## config.mk

```make
export PLATFORM = sky130hd
export DESIGN_NAME = lfu_cache_lru_tiebreak_top_flat
export DESIGN_NICKNAME = d
export VERILOG_FILES = /design/src/hw/rtl/lfuc_pkg.sv /design/src/hw/rtl/lfuc_if.sv /design/src/hw/rtl/lfuc_cell.sv /design/src/hw/rtl/lfu_cache_lru_tiebreak_top.sv /design/src/flat_wrapper.sv
export SDC_FILE = /design/constraint.sdc
export NUM_CORES = 2
export LEC_CHECK = 0
export ABC_AREA = 1
export BUFFER_PORTS_ARGS = -buffer_cell sky130_fd_sc_hd__buf_2
export CAP_MARGIN = 5
export CORE_ASPECT_RATIO = 1.5
export CORE_MARGIN = 5
export CORE_UTILIZATION = 48
export CTS_CLUSTER_SIZE = 30
export DETAILED_ROUTE_END_ITERATION = 16
export GPL_TIMING_DRIVEN = 0
export SYNTH_ARGS = -nofsm -noshare
export SYNTH_HDL_FRONTEND = slang
export SYNTH_SLANG_ARGS = --single-unit
```

## constraint.sdc

```tcl
create_clock -name clk -period 8.5 [get_ports clk]
set_input_delay 1.7 -clock clk [delete_from_list [all_inputs] [get_ports clk]]
set_output_delay 1.7 -clock clk [all_outputs]
set_load 0.01 [all_outputs]
```

## src/hw/rtl/lfuc_pkg.sv

```systemverilog
// ----------------------------------------------------------------------------
// LFU cache package
// Shared widths, reset values and command codes for the LFU cache with
// LRU tie-break.
// ----------------------------------------------------------------------------
package lfuc_pkg;

  localparam int ENTRIES_DEF    = 16;
  localparam int COUNT_BITS_DEF = 16;

  localparam int KEY_W  = 32;
  localparam int DATA_W = 32;
  localparam int CAP_W  = 5;

  localparam logic [CAP_W-1:0]  CAP_RESET  = 5'd16;
  localparam logic [DATA_W-1:0] MISS_VALUE = {DATA_W{1'b1}};

  localparam logic OP_GET = 1'b0;
  localparam logic OP_PUT = 1'b1;

  // Update applied by the whole row of cells in the same cycle.
  typedef enum logic [1:0] {
    CMD_NONE    = 2'd0,
    CMD_TOUCH   = 2'd1,
    CMD_INSERT  = 2'd2,
    CMD_REPLACE = 2'd3
  } cmd_kind_t;

  typedef struct packed {
    cmd_kind_t                 kind;
    logic                      wr_data;
    logic signed [KEY_W-1:0]   key;
    logic signed [DATA_W-1:0]  data;
  } cell_cmd_t;

endpackage

```

## src/hw/rtl/lfuc_if.sv

```systemverilog
// ----------------------------------------------------------------------------
// LFU cache channel interfaces
// Request, response and configuration channels with valid/ready handshakes.
// ----------------------------------------------------------------------------
interface lfuc_req_if import lfuc_pkg::*; ();
  logic                     valid;
  logic                     ready;
  logic                     operation;
  logic signed [KEY_W-1:0]  lookup_key;
  logic signed [DATA_W-1:0] write_value;

  modport source (output valid, operation, lookup_key, write_value, input ready);
  modport sink   (input valid, operation, lookup_key, write_value, output ready);
endinterface

interface lfuc_rsp_if import lfuc_pkg::*; ();
  logic                     valid;
  logic                     ready;
  logic                     hit;
  logic signed [DATA_W-1:0] read_value;

  modport source (output valid, hit, read_value, input ready);
  modport sink   (input valid, hit, read_value, output ready);
endinterface

interface lfuc_cfg_if import lfuc_pkg::*; ();
  logic             valid;
  logic             ready;
  logic [CAP_W-1:0] capacity;

  modport source (output valid, capacity, input ready);
  modport sink   (input valid, capacity, output ready);
endinterface

```

## src/hw/rtl/lfuc_cell.sv

```systemverilog
// ----------------------------------------------------------------------------
// LFU cache cell
// Holds one cache entry, compares it against the lookup key, applies the
// row-wide update command and forms one stage of the victim search chain.
// ----------------------------------------------------------------------------
module lfuc_cell import lfuc_pkg::*; #(
  parameter int COUNT_BITS = COUNT_BITS_DEF,
  parameter int RANK_W     = 4,
  parameter int IDX_W      = 4,
  parameter int IDX        = 0
) (
  input  logic                     clk,
  input  logic                     rst,
  input  logic signed [KEY_W-1:0]  lookup_key,
  input  cell_cmd_t                cmd,
  input  logic                     sel,
  input  logic [RANK_W-1:0]        ref_rank,
  input  logic                     cand_in_found,
  input  logic [COUNT_BITS-1:0]    cand_in_count,
  input  logic [RANK_W-1:0]        cand_in_rank,
  input  logic [IDX_W-1:0]         cand_in_idx,
  output logic                     cand_out_found,
  output logic [COUNT_BITS-1:0]    cand_out_count,
  output logic [RANK_W-1:0]        cand_out_rank,
  output logic [IDX_W-1:0]         cand_out_idx,
  output logic                     entry_valid,
  output logic                     key_match,
  output logic signed [DATA_W-1:0] entry_data,
  output logic [RANK_W-1:0]        entry_rank
);

  logic                    valid;
  logic signed [KEY_W-1:0] key;
  logic signed [DATA_W-1:0] data;
  logic [COUNT_BITS-1:0]   count;
  logic [RANK_W-1:0]       rank;
  logic                    take;
  logic                    new_entry;

  assign entry_valid = valid;
  assign entry_data  = data;
  assign entry_rank  = rank;
  assign key_match   = valid && (key == lookup_key);

  // This entry beats the incoming candidate when it is used less often, or
  // equally often but less recently.
  assign take = valid && (!cand_in_found || (count < cand_in_count) ||
                ((count == cand_in_count) && (rank > cand_in_rank)));

  always_ff @(posedge clk) begin
    if (take) begin
      cand_out_found <= 1'b1;
      cand_out_count <= count;
      cand_out_rank  <= rank;
      cand_out_idx   <= IDX_W'(IDX);
    end else begin
      cand_out_found <= cand_in_found;
      cand_out_count <= cand_in_count;
      cand_out_rank  <= cand_in_rank;
      cand_out_idx   <= cand_in_idx;
    end
  end

  assign new_entry = sel && ((cmd.kind == CMD_INSERT) || (cmd.kind == CMD_REPLACE));

  always_ff @(posedge clk) begin
    if (rst) begin
      valid <= 1'b0;
    end else if (new_entry) begin
      valid <= 1'b1;
    end
  end

  always_ff @(posedge clk) begin
    case (cmd.kind)
      CMD_TOUCH: begin
        if (sel) begin
          rank <= '0;
          if (count != {COUNT_BITS{1'b1}}) begin
            count <= count + COUNT_BITS'(1);
          end
          if (cmd.wr_data) begin
            data <= cmd.data;
          end
        end else if (valid && (rank < ref_rank)) begin
          rank <= rank + RANK_W'(1);
        end
      end
      CMD_INSERT: begin
        if (sel) begin
          key   <= cmd.key;
          data  <= cmd.data;
          count <= COUNT_BITS'(1);
          rank  <= '0;
        end else if (valid) begin
          rank <= rank + RANK_W'(1);
        end
      end
      CMD_REPLACE: begin
        // Removing the victim and inserting in front nets out to a step down
        // only for entries more recent than the victim.
        if (sel) begin
          key   <= cmd.key;
          data  <= cmd.data;
          count <= COUNT_BITS'(1);
          rank  <= '0;
        end else if (valid && (rank < ref_rank)) begin
          rank <= rank + RANK_W'(1);
        end
      end
      default: begin
      end
    endcase
  end

endmodule

```

## src/hw/rtl/lfu_cache_lru_tiebreak_top.sv

```systemverilog
// A get result is loaded into the output register from S_ACT; the load waits only while an
// earlier reply is still held in that register.
// Gets, put hits and non-evicting puts pass through S_ACT, one request at a time.
// An evicting put also passes S_SCAN and S_REPL; the victim search walks the row one cell per cycle.
// Reset (synchronous, active high) clears all entry valid bits and the occupancy
// at once and sets capacity to 16; no clearing pass is needed.
// ----------------------------------------------------------------------------
// LFU cache with LRU tie-break
// Fully associative key-value cache built from a row of entry cells with a
// small sequencer for lookup, update, insert and eviction.
// ----------------------------------------------------------------------------
module lfu_cache_lru_tiebreak_top import lfuc_pkg::*; #(
  parameter int ENTRIES    = ENTRIES_DEF,
  parameter int COUNT_BITS = COUNT_BITS_DEF
) (
  input  logic       clk,
  input  logic       rst,
  lfuc_cfg_if.sink   cfg,
  lfuc_req_if.sink   req,
  lfuc_rsp_if.source rsp
);

  localparam int IDX_W  = (ENTRIES > 1) ? $clog2(ENTRIES) : 1;
  localparam int RANK_W = IDX_W;
  localparam int OCC_W  = $clog2(ENTRIES + 1);
  localparam int CMP_W  = ((OCC_W > CAP_W) ? OCC_W : CAP_W) + 1;

  typedef enum logic [3:0] {
    S_IDLE = 4'b0001,
    S_ACT  = 4'b0010,
    S_SCAN = 4'b0100,
    S_REPL = 4'b1000
  } state_t;

  state_t state, state_next;

  logic [CAP_W-1:0]         capacity;
  logic [OCC_W-1:0]         occ, occ_next;
  logic [IDX_W-1:0]         scan_cnt, scan_cnt_next;
  logic                     op_q;
  logic signed [KEY_W-1:0]  key_q;
  logic signed [DATA_W-1:0] value_q;
  logic [ENTRIES-1:0]       match_q;

  logic                     out_valid, out_valid_next;
  logic                     out_hit;
  logic signed [DATA_W-1:0] out_value;
  logic                     out_load;

  // Cell row signals.
  logic [ENTRIES-1:0]       valid_vec;
  logic [ENTRIES-1:0]       match_vec;
  logic signed [DATA_W-1:0] cell_data [ENTRIES];
  logic [RANK_W-1:0]        cell_rank [ENTRIES];
  logic [ENTRIES:0]         c_found;
  logic [COUNT_BITS-1:0]    c_count [ENTRIES+1];
  logic [RANK_W-1:0]        c_rank  [ENTRIES+1];
  logic [IDX_W-1:0]         c_idx   [ENTRIES+1];

  cell_cmd_t                cmd;
  logic [ENTRIES-1:0]       sel;
  logic [RANK_W-1:0]        ref_rank;

  logic                     hit_q;
  logic signed [DATA_W-1:0] hit_data;
  logic [RANK_W-1:0]        hit_rank;
  logic [ENTRIES-1:0]       free_oh;
  logic [ENTRIES-1:0]       vic_oh;
  logic [CMP_W-1:0]         cap_eff;
  logic                     full;
  logic                     accept;

  assign accept    = req.valid && req.ready;
  assign req.ready = (state == S_IDLE);
  assign cfg.ready = 1'b1;

  always_ff @(posedge clk) begin
    if (rst) begin
      capacity <= CAP_RESET;
    end else if (cfg.valid && cfg.ready) begin
      capacity <= cfg.capacity;
    end
  end

  always_ff @(posedge clk) begin
    if (accept) begin
      op_q    <= req.operation;
      key_q   <= req.lookup_key;
      value_q <= req.write_value;
      match_q <= match_vec;
    end
  end

  // Row of entry cells; the candidate chain runs from cell 0 upward.
  assign c_found[0] = 1'b0;
  assign c_count[0] = '0;
  assign c_rank[0]  = '0;
  assign c_idx[0]   = '0;

  for (genvar i = 0; i < ENTRIES; i++) begin : g_cell
    lfuc_cell #(
      .COUNT_BITS (COUNT_BITS),
      .RANK_W     (RANK_W),
      .IDX_W      (IDX_W),
      .IDX        (i)
    ) u_cell (
      .clk            (clk),
      .rst            (rst),
      .lookup_key     (req.lookup_key),
      .cmd            (cmd),
      .sel            (sel[i]),
      .ref_rank       (ref_rank),
      .cand_in_found  (c_found[i]),
      .cand_in_count  (c_count[i]),
      .cand_in_rank   (c_rank[i]),
      .cand_in_idx    (c_idx[i]),
      .cand_out_found (c_found[i+1]),
      .cand_out_count (c_count[i+1]),
      .cand_out_rank  (c_rank[i+1]),
      .cand_out_idx   (c_idx[i+1]),
      .entry_valid    (valid_vec[i]),
      .key_match      (match_vec[i]),
      .entry_data     (cell_data[i]),
      .entry_rank     (cell_rank[i])
    );
  end

  always_comb begin
    hit_data = '0;
    hit_rank = '0;
    for (int i = 0; i < ENTRIES; i++) begin
      if (match_q[i]) begin
        hit_data = hit_data | cell_data[i];
        hit_rank = hit_rank | cell_rank[i];
      end
    end
  end

  always_comb begin
    for (int i = 0; i < ENTRIES; i++) begin
      vic_oh[i] = (c_idx[ENTRIES] == IDX_W'(i));
    end
  end

  assign hit_q   = |match_q;
  // Lowest free slot.
  assign free_oh = ~valid_vec & (valid_vec + ENTRIES'(1));
  assign cap_eff = (CMP_W'(capacity) > CMP_W'(ENTRIES)) ? CMP_W'(ENTRIES) : CMP_W'(capacity);
  assign full    = (CMP_W'(occ) >= cap_eff);
  assign out_load = (state == S_ACT) && (op_q == OP_GET) && (!out_valid || rsp.ready);

  always_comb begin
    state_next     = state;
    occ_next       = occ;
    scan_cnt_next  = scan_cnt;
    out_valid_next = out_valid;
    cmd.kind       = CMD_NONE;
    cmd.wr_data    = 1'b0;
    cmd.key        = key_q;
    cmd.data       = value_q;
    sel            = '0;
    ref_rank       = hit_rank;

    if (out_valid && rsp.ready) begin
      out_valid_next = 1'b0;
    end

    case (state)
      S_IDLE: begin
        if (accept) begin
          state_next = S_ACT;
        end
      end
      S_ACT: begin
        if (op_q == OP_GET) begin
          if (out_load) begin
            out_valid_next = 1'b1;
            state_next     = S_IDLE;
            if (hit_q) begin
              cmd.kind = CMD_TOUCH;
              sel      = match_q;
            end
          end
        end else if (capacity == '0) begin
          state_next = S_IDLE;
        end else if (hit_q) begin
          cmd.kind    = CMD_TOUCH;
          cmd.wr_data = 1'b1;
          sel         = match_q;
          state_next  = S_IDLE;
        end else if (full) begin
          scan_cnt_next = '0;
          state_next    = S_SCAN;
        end else begin
          cmd.kind   = CMD_INSERT;
          sel        = free_oh;
          occ_next   = occ + OCC_W'(1);
          state_next = S_IDLE;
        end
      end
      S_SCAN: begin
        // The candidate passes through the registered cell stages to reach the end of the row.
        scan_cnt_next = scan_cnt + IDX_W'(1);
        if (scan_cnt == IDX_W'(ENTRIES - 1)) begin
          state_next = S_REPL;
        end
      end
      S_REPL: begin
        cmd.kind   = CMD_REPLACE;
        sel        = vic_oh;
        ref_rank   = c_rank[ENTRIES];
        state_next = S_IDLE;
      end
      default: begin
        state_next = S_IDLE;
      end
    endcase
  end

  always_ff @(posedge clk) begin
    if (rst) begin
      state     <= S_IDLE;
      occ       <= '0;
      scan_cnt  <= '0;
      out_valid <= 1'b0;
    end else begin
      state     <= state_next;
      occ       <= occ_next;
      scan_cnt  <= scan_cnt_next;
      out_valid <= out_valid_next;
    end
  end

  always_ff @(posedge clk) begin
    if (out_load) begin
      out_hit   <= hit_q;
      out_value <= hit_q ? hit_data : MISS_VALUE;
    end
  end

  assign rsp.valid      = out_valid;
  assign rsp.hit        = out_hit;
  assign rsp.read_value = out_value;

`ifndef SYNTHESIS
  a_match_onehot: assert property (@(posedge clk) disable iff (rst)
    (state == S_ACT) |-> $onehot0(match_q))
    else $error("more than one entry matched the lookup key");

  a_occ_tracks_valid: assert property (@(posedge clk) disable iff (rst)
    $countones(valid_vec) == 32'(occ))
    else $error("occupancy differs from the number of valid entries");

  a_victim_found: assert property (@(posedge clk) disable iff (rst)
    (state == S_REPL) |-> c_found[ENTRIES])
    else $error("victim search ended without a candidate");

  a_evict_keeps_occ: assert property (@(posedge clk) disable iff (rst)
    (state == S_REPL) |=> (occ == $past(occ)))
    else $error("replacement changed the occupancy");
`endif

endmodule

```

## src/flat_wrapper.sv

```systemverilog
// flat-port wrapper written by rule: the top's interface ports become plain ports
module lfu_cache_lru_tiebreak_top_flat import lfuc_pkg::*;
#(
  parameter int ENTRIES    = ENTRIES_DEF,
  parameter int COUNT_BITS = COUNT_BITS_DEF
)
  (clk, rst, cfg_valid, cfg_capacity, cfg_ready, req_valid, req_operation, req_lookup_key, req_write_value, req_ready, rsp_valid, rsp_hit, rsp_read_value, rsp_ready);
  lfuc_cfg_if cfg_i ();
  lfuc_req_if req_i ();
  lfuc_rsp_if rsp_i ();
  input  logic clk;
  input  logic rst;
  input wire logic [$bits(cfg_i.valid)-1:0] cfg_valid;
  input wire logic [$bits(cfg_i.capacity)-1:0] cfg_capacity;
  output wire logic [$bits(cfg_i.ready)-1:0] cfg_ready;
  input wire logic [$bits(req_i.valid)-1:0] req_valid;
  input wire logic [$bits(req_i.operation)-1:0] req_operation;
  input wire logic [$bits(req_i.lookup_key)-1:0] req_lookup_key;
  input wire logic [$bits(req_i.write_value)-1:0] req_write_value;
  output wire logic [$bits(req_i.ready)-1:0] req_ready;
  output wire logic [$bits(rsp_i.valid)-1:0] rsp_valid;
  output wire logic [$bits(rsp_i.hit)-1:0] rsp_hit;
  output wire logic [$bits(rsp_i.read_value)-1:0] rsp_read_value;
  input wire logic [$bits(rsp_i.ready)-1:0] rsp_ready;
  assign cfg_i.valid = cfg_valid;
  assign cfg_i.capacity = cfg_capacity;
  assign cfg_ready = cfg_i.ready;
  assign req_i.valid = req_valid;
  assign req_i.operation = req_operation;
  assign req_i.lookup_key = req_lookup_key;
  assign req_i.write_value = req_write_value;
  assign req_ready = req_i.ready;
  assign rsp_valid = rsp_i.valid;
  assign rsp_hit = rsp_i.hit;
  assign rsp_read_value = rsp_i.read_value;
  assign rsp_i.ready = rsp_ready;
  lfu_cache_lru_tiebreak_top #(.ENTRIES(ENTRIES), .COUNT_BITS(COUNT_BITS)) u_core (.clk(clk), .rst(rst), .cfg(cfg_i), .req(req_i), .rsp(rsp_i));
endmodule
```

Word-level counts from Yosys, hierarchy flattened. Index checks and enable logic that the tools add are counted.

Output and inout bits: 36. Register bits after elaboration: 1872.

$lt $le $gt $ge: 48. Reduce and logical (&&, ||, !) cells: 205. Equality and inequality tests: 158. Multiplexer cells: 292. Bitwise operators: 36. Add/sub/neg operators: 35.

Operators by type and width (count): $mux W32 (49); $mux W16 (68); $pmux W32 S2 (16); $pmux W16 S2 (17); $eq A32 B32 Y1 (16); $or A32 B32 Y32 (15); $mux W4 (105); $add A16 B1 Y16 const B (17); $ne A16 B16 Y1 const B (16); $eq A16 B16 Y1 (15); $lt A16 B16 Y1 (15); $pmux W4 S2 (17); $reduce_and A4 Y1 (32); $logic_and A1 B1 Y1 (82); $ne A2 B1 Y1 const B (36); $add A4 B1 Y4 const B (17); $lt A4 B4 Y1 (16); $gt A4 B4 Y1 (15); $or A4 B4 Y4 (15); $ne A3 B1 Y1 const B (17); $reduce_and A3 Y1 (17); $ne A3 B2 Y1 const B (16); $eq A4 B4 Y1 const B (10); $ne A2 B2 Y1 const B (19); 26 further kinds (116).

Longest topological paths before layout.
Depth after elaboration: 37. Depth in mapped cells: 19.

Modules after synthesis. Synthesis repeated with hierarchy kept, for this count alone.

Cells, all modules: 8857. Area, all modules: 88650.0 um^2.

By module, submodules not included: lfuc_cell (u_core.g_cell[10].u_cell ...) (cells each 478, seq. area each 3042.9 um^2, area an instance 4977.3 um^2, times used 3); lfuc_cell (u_core.g_cell[11].u_cell ...) (cells each 478, seq. area each 3042.9 um^2, area an instance 4973.5 um^2, times used 3); lfuc_cell (u_core.g_cell[1].u_cell ...) (cells each 477, seq. area each 3042.9 um^2, area an instance 4989.8 um^2, times used 2); lfuc_cell (u_core.g_cell[5].u_cell ...) (cells each 481, seq. area each 3042.9 um^2, area an instance 4981.0 um^2, times used 2); lfu_cache_lru_tiebreak_top (cells each 1205, seq. area each 3803.6 um^2, area an instance 9002.4 um^2, times used 1); lfuc_cell (u_core.g_cell[7].u_cell) (cells each 490, seq. area each 3042.9 um^2, area an instance 5007.3 um^2, times used 1); lfuc_cell (u_core.g_cell[0].u_cell) (cells each 476, seq. area each 3042.9 um^2, area an instance 4991.0 um^2, times used 1); lfuc_cell (u_core.g_cell[4].u_cell) (cells each 480, seq. area each 3042.9 um^2, area an instance 4976.0 um^2, times used 1); lfuc_cell (u_core.g_cell[15].u_cell) (cells each 479, seq. area each 3042.9 um^2, area an instance 4971.0 um^2, times used 1); lfuc_cell (u_core.g_cell[9].u_cell) (cells each 474, seq. area each 3042.9 um^2, area an instance 4956.0 um^2, times used 1); lfuc_cell (u_core.g_cell[8].u_cell) (cells each 469, seq. area each 3042.9 um^2, area an instance 4952.2 um^2, times used 1).

Least setup slack after synthesis. OpenSTA, ideal clock, no wires.

Kind: input -> register. From: input port req_valid. To: register u_core.key_q[0], enable pin. Data required time: 7979 ps. Path slack: 2874 ps. Path buffers: 0. Data arrival time: 5105 ps. Stages: 2. Path through: inv_1 -> nor2_1.

Cells in the longest elaborated chain, start to end: 1.

RTL lines: start: declaration (RTL line flat_wrapper.sv:16) `input wire logic [$bits(req_i.valid)-1:0] req_valid;`; $logic_and A1 B1 Y1 (RTL line lfu_cache_lru_tiebreak_top.sv:73) `assign accept = req.valid && req.ready;`; named net u_core.accept (RTL line lfu_cache_lru_tiebreak_top.sv:71) `logic accept;`; end signal: assignment (RTL line lfu_cache_lru_tiebreak_top.sv:88) `key_q <= req.lookup_key;`; end: declaration (RTL line lfu_cache_lru_tiebreak_top.sv:41) `logic signed [KEY_W-1:0] key_q;`.

The timed path passes the listed nets, and every way through them passes these cells. A chain may end at the register's enable or synchronous reset.

Worst setup path after layout.
From: input port req_lookup_key[22]. To: register u_core.match_q[6], data pin.

Cells in the longest elaborated chain, start to end: 2.

RTL lines: start: declaration (RTL line flat_wrapper.sv:18) `input wire logic [$bits(req_i.lookup_key)-1:0] req_lookup_key;`; $eq A32 B32 Y1 (RTL line lfuc_cell.sv:43) `assign key_match = valid && (key == lookup_key);`; $logic_and A1 B1 Y1 (RTL line lfuc_cell.sv:43); named net u_core.g_cell[6].u_cell.key_match (RTL line lfuc_cell.sv:27) `output logic key_match,`; end signal: assignment (RTL line lfu_cache_lru_tiebreak_top.sv:90) `match_q <= match_vec;`; end: declaration (RTL line lfu_cache_lru_tiebreak_top.sv:43) `logic [ENTRIES-1:0] match_q;`.

The timed path passes the listed nets, and every way through them passes these cells.

==> flow_metrics.py <==
metrics = {
    "clocking": {
        "cts_max_level": 4,
        "cts_buffers": 178,
        "clk-insertion-delay-late_ns": 0.86,
        "hold_buffers": 0,
        "max-clock-path-buffers": 3,
        "clock_sinks": 1861,
        "cts_resized": 0,
        "post-cts-setup-buffers": 0,
        "clk_pin_slew_worst_paths_ns": 0.06,
        "cts_tree": "done",
        "clockRootBuffer": "clkbuf_16",
    },
    "grt": {
        "grt_first_pass_wirelength_mm": 413,
        "grtUsageTotal_pct": 30.8,
        "antenna_found_initial": 13,
        "grt_max_degree": 34,
        "grt_pass1_vias": 61500,
        "grt-ovfl-total": 0,
    },
    "final_layout": {
        "drive_gt1_share_pct": 8.68,
        "nets": 8794,
        "syn_to_final_growth_pct": 12.2,
        "final_cell_mix": "nand2_1 (1,886), edfxtp_1 (1,458), inv_1 (818)",
        "final_common_cell": "nand2_1",
        "fillCellCount": 15200,
    },
    "placement": {
        "preCtsSetupSlack_ns": 3.16,
        "port_buffers": 109,
        "gp_congestion": 0.962,
        "dp_hpwl_mm": 204,
    },
    "floorplanning": {
        "die-height_um": 523,
        "core_area_um2": 175000,
        "dieArea_um2": 184000,
        "fp.dieW_um": 352,
        "start_util_pct": 48.2,
        "fp-row-count": 188,
        "design.portCount": 111,
    },
    "setup_path": {
        "required_ns": 9.11,
        "slowest_delay_ns": 1.07,
        "worstSetupPathType": "input pin to flop",
        "cp-start-kind": "input pin",
        "worst_path_max_delay_cell": "buf_1",
        "crit_top_cell": "buf_2",
        "crit_fanout": 10,
        "arrival_ns": 5.61,
        "end_kind": "flop",
        "crit_chain": "buf_2, buf_2, inv_1, buf_1, o22ai_1, nor4_1, nand3_1, nor2_1",
    },
    "yosys": {
        "syn-num-nets": 8461,
        "synth-seq-area-share_pct": 61.6,
        "yosys_register_bits": 1861,
        "syn_area_per_cell_um2": 10.5,
        "syn_area_um2": 84200,
        "async_flop_share_pct": 0,
        "ys.flop_type": "edfxtp_1",
        "yosysWarningCount": 0,
        "syn_inst": 7999,
        "synth_cell_types": 71,
        "synth-edff-count": 1458,
    },
    "run": {
        "drv_cap": 1,
    },
    "sta": {
        "worstMarginPinSlew_ns": 1.49,
        "setup_viol_count_final": 0,
        "finalHoldViolations": 0,
        "whs_ns": 0.409,
        "period_share_pct": 58.8,
        "finalMaxSlewViolations": 0,
        "layout_setup_ws_ns": 3.50,
        "rsz0062_at_grt": "no",
        "min_period_ns": 5.00,
        "max_freq_mhz": 200,
        "slew_headroom_pct": 0.386,
        "fin_skew_ns": 0.0372,
    },
    "pwr": {
        "power-per-cell-area_nw_per_um2": 198,
        "ir_drop_mv": 0.216,
        "leakage_nw": 35.9,
        "power_mw": 18.7,
    },
    "routing": {
        "dr.first_iter.drc_count": 6915,
        "ant_nets": 0,
        "vias": 62600,
        "detail_route.wl_per_cell_um": 26.9,
        "remaining_drc_errors": 0,
        "via_per_inst": 5.81,
        "drt_wl_total_mm": 290,
        "dr.pass1.iters": 6,
    },
    "status": {
        "violations": "capacitance limit",
        "status": "finished with violations",
    },
    "hold_path": {
        "min_path_type": "flop to flop",
    },
}
[layout make-up]
type                    count  area (um2)  share of cell area [%]
well taps                2280        2850                    3.02
plain buffers             293        1350                    1.43
flip-flops and latches   1861       51800                    54.8
inverters                 861        3240                    3.43
clock buffers             227        4840                    5.12
clock inverters           107        1070                    1.13
multi-input cells        4984       27900                    29.5
diodes                      7        17.5                  0.0185
repair buffers            153        1440                    1.53
[critical path, delay by kind of cell]
| kind | cells | cell delay (ns) |
|---|---|---|
| AOI/OAI and AO/OA | 1 | 0.21 |
| buffers and inverters | 4 | 1.74 |
| and+or+nand+nor | 3 | 1.94 |
[routing by layer]
layer | vias to the layer above | routed length, um | GRT usage [%]
li1 | 28400 | - | -
met3 | 803 | 23100 | 5.45
met1 | 30400 | 104000 | 35.3
met2 | 2970 | 142000 | 53.9
met4 | 2 | 20900 | 19.0
met5 | - | 13 | 0
[sequential cells by signal, summed over array words and instances (netlist names), 4 cells and up]
signal / flops
u_core.g_cell.u_cell.key: 512
u_core.g_cell.u_cell.entry_data: 512
u_core.match_q: 16
u_core.value_q: 32
u_core.scan_cnt: 4
u_core.occ: 5
u_core.g_cell.u_cell.count: 256
u_core.key_q: 32
u_core.g_cell.u_cell.cand_out_rank: 64
u_core.rsp.read_value: 32
u_core.g_cell.u_cell.entry_rank: 64
u_core.g_cell.u_cell.entry_valid: 16
u_core.g_cell.u_cell.cand_out_count: 240
u_core.state: 4
u_core.g_cell.u_cell.cand_out_idx: 49
u_core.capacity: 5
u_core.g_cell.u_cell.cand_out_found: 15
[power breakdown]
part | internal, mW | leakage (nW) | switching, mW
registers | 9.85 | 16.4 | 0.173
logic | 0.167 | 16.7 | 0.485
clock network | 4.42 | 2.87 | 3.66
[stage by stage]
step | std cells | area (um2) | TNS (ns) | util (%)
final | 10800 | 94500 | 0 | 54.1
after CTS | 10800 | 94400 | 0 | 54.0
after global routing | 10800 | 94500 | 0 | 54.1
after detailed placement | 10400 | 88500 | 0 | 50.7
after floorplan | 7999 | 84200 | 0 | -
after global placement | 10400 | 87600 | -18.97 | 50.1
[cell usage after synthesis (11+ instances only)]
| cell | count | area share [%] |
|---|---|---|
| a2111oi_0 | 11 | 0.11 |
| a211oi_1 | 65 | 0.58 |
| a21oi_1 | 275 | 1.6 |
| a221oi_1 | 133 | 1.4 |
| a22o_1 | 76 | 0.79 |
| a31oi_1 | 15 | 0.11 |
| buf_1 | 41 | 0.18 |
| buf_2 | 92 | 0.55 |
| buf_4 | 15 | 0.13 |
| clkbuf_1 | 134 | 0.60 |
| dfxtp_1 | 403 | 9.6 |
| edfxtp_1 | 1458 | 52 |
| ha_1 | 387 | 5.7 |
| inv_1 | 839 | 3.7 |
| inv_2 | 12 | 0.053 |
| nand2_1 | 1887 | 8.4 |
| nand2_2 | 12 | 0.089 |
| nand3_1 | 537 | 3.2 |
| nand4_1 | 122 | 0.91 |
| nor2_1 | 476 | 2.1 |
| nor3_1 | 116 | 0.69 |
| nor3b_1 | 20 | 0.18 |
| nor3b_2 | 12 | 0.18 |
| nor4_1 | 70 | 0.52 |
| o2111ai_1 | 18 | 0.19 |
| o211ai_1 | 15 | 0.13 |
| o21a_1 | 14 | 0.12 |
| o21ai_0 | 236 | 1.4 |
| o22ai_1 | 86 | 0.64 |
| or2_2 | 95 | 0.71 |
| xnor2_1 | 91 | 0.95 |
| xor2_1 | 115 | 1.2 |
[path summary, 6_finish.rpt]
| path | start | to | slack (ns) | cells past startpoint |
|---|---|---|---|---|
| hold reg to reg | u_core.g_cell[7].u_cell.cand_out_idx[0] | u_core.g_cell[8].u_cell.cand_out_idx[0] | 0.41 | 2 |
| setup reg to reg | u_core.capacity[0] | u_core.g_cell[9].u_cell.key[18] | 3.73 | 14 |
| setup / recovery | req_lookup_key[22] | u_core.match_q[6] | 3.50 | 8 |
| hold / removal | u_core.g_cell[7].u_cell.cand_out_idx[0] | u_core.g_cell[8].u_cell.cand_out_idx[0] | 0.41 | 2 |
[logic make-up (layout without fill, tap and decap cells)]
family / Yosys count / after routing / share of synthesized area, %
xor+xnor: 206 / 206 / 2.14
flops: 1861 / 1861 / 61.6
fa+ha+maj: 387 / 387 / 5.75
compound gates: 991 / 991 / 7.57
simple gates: 3399 / 3399 / 17.5
buf+inv: 1154 / 1641 / 5.44
other cells: 1 / 8 / 0.00445
Note: power is estimated with default switching activity, not from simulation.
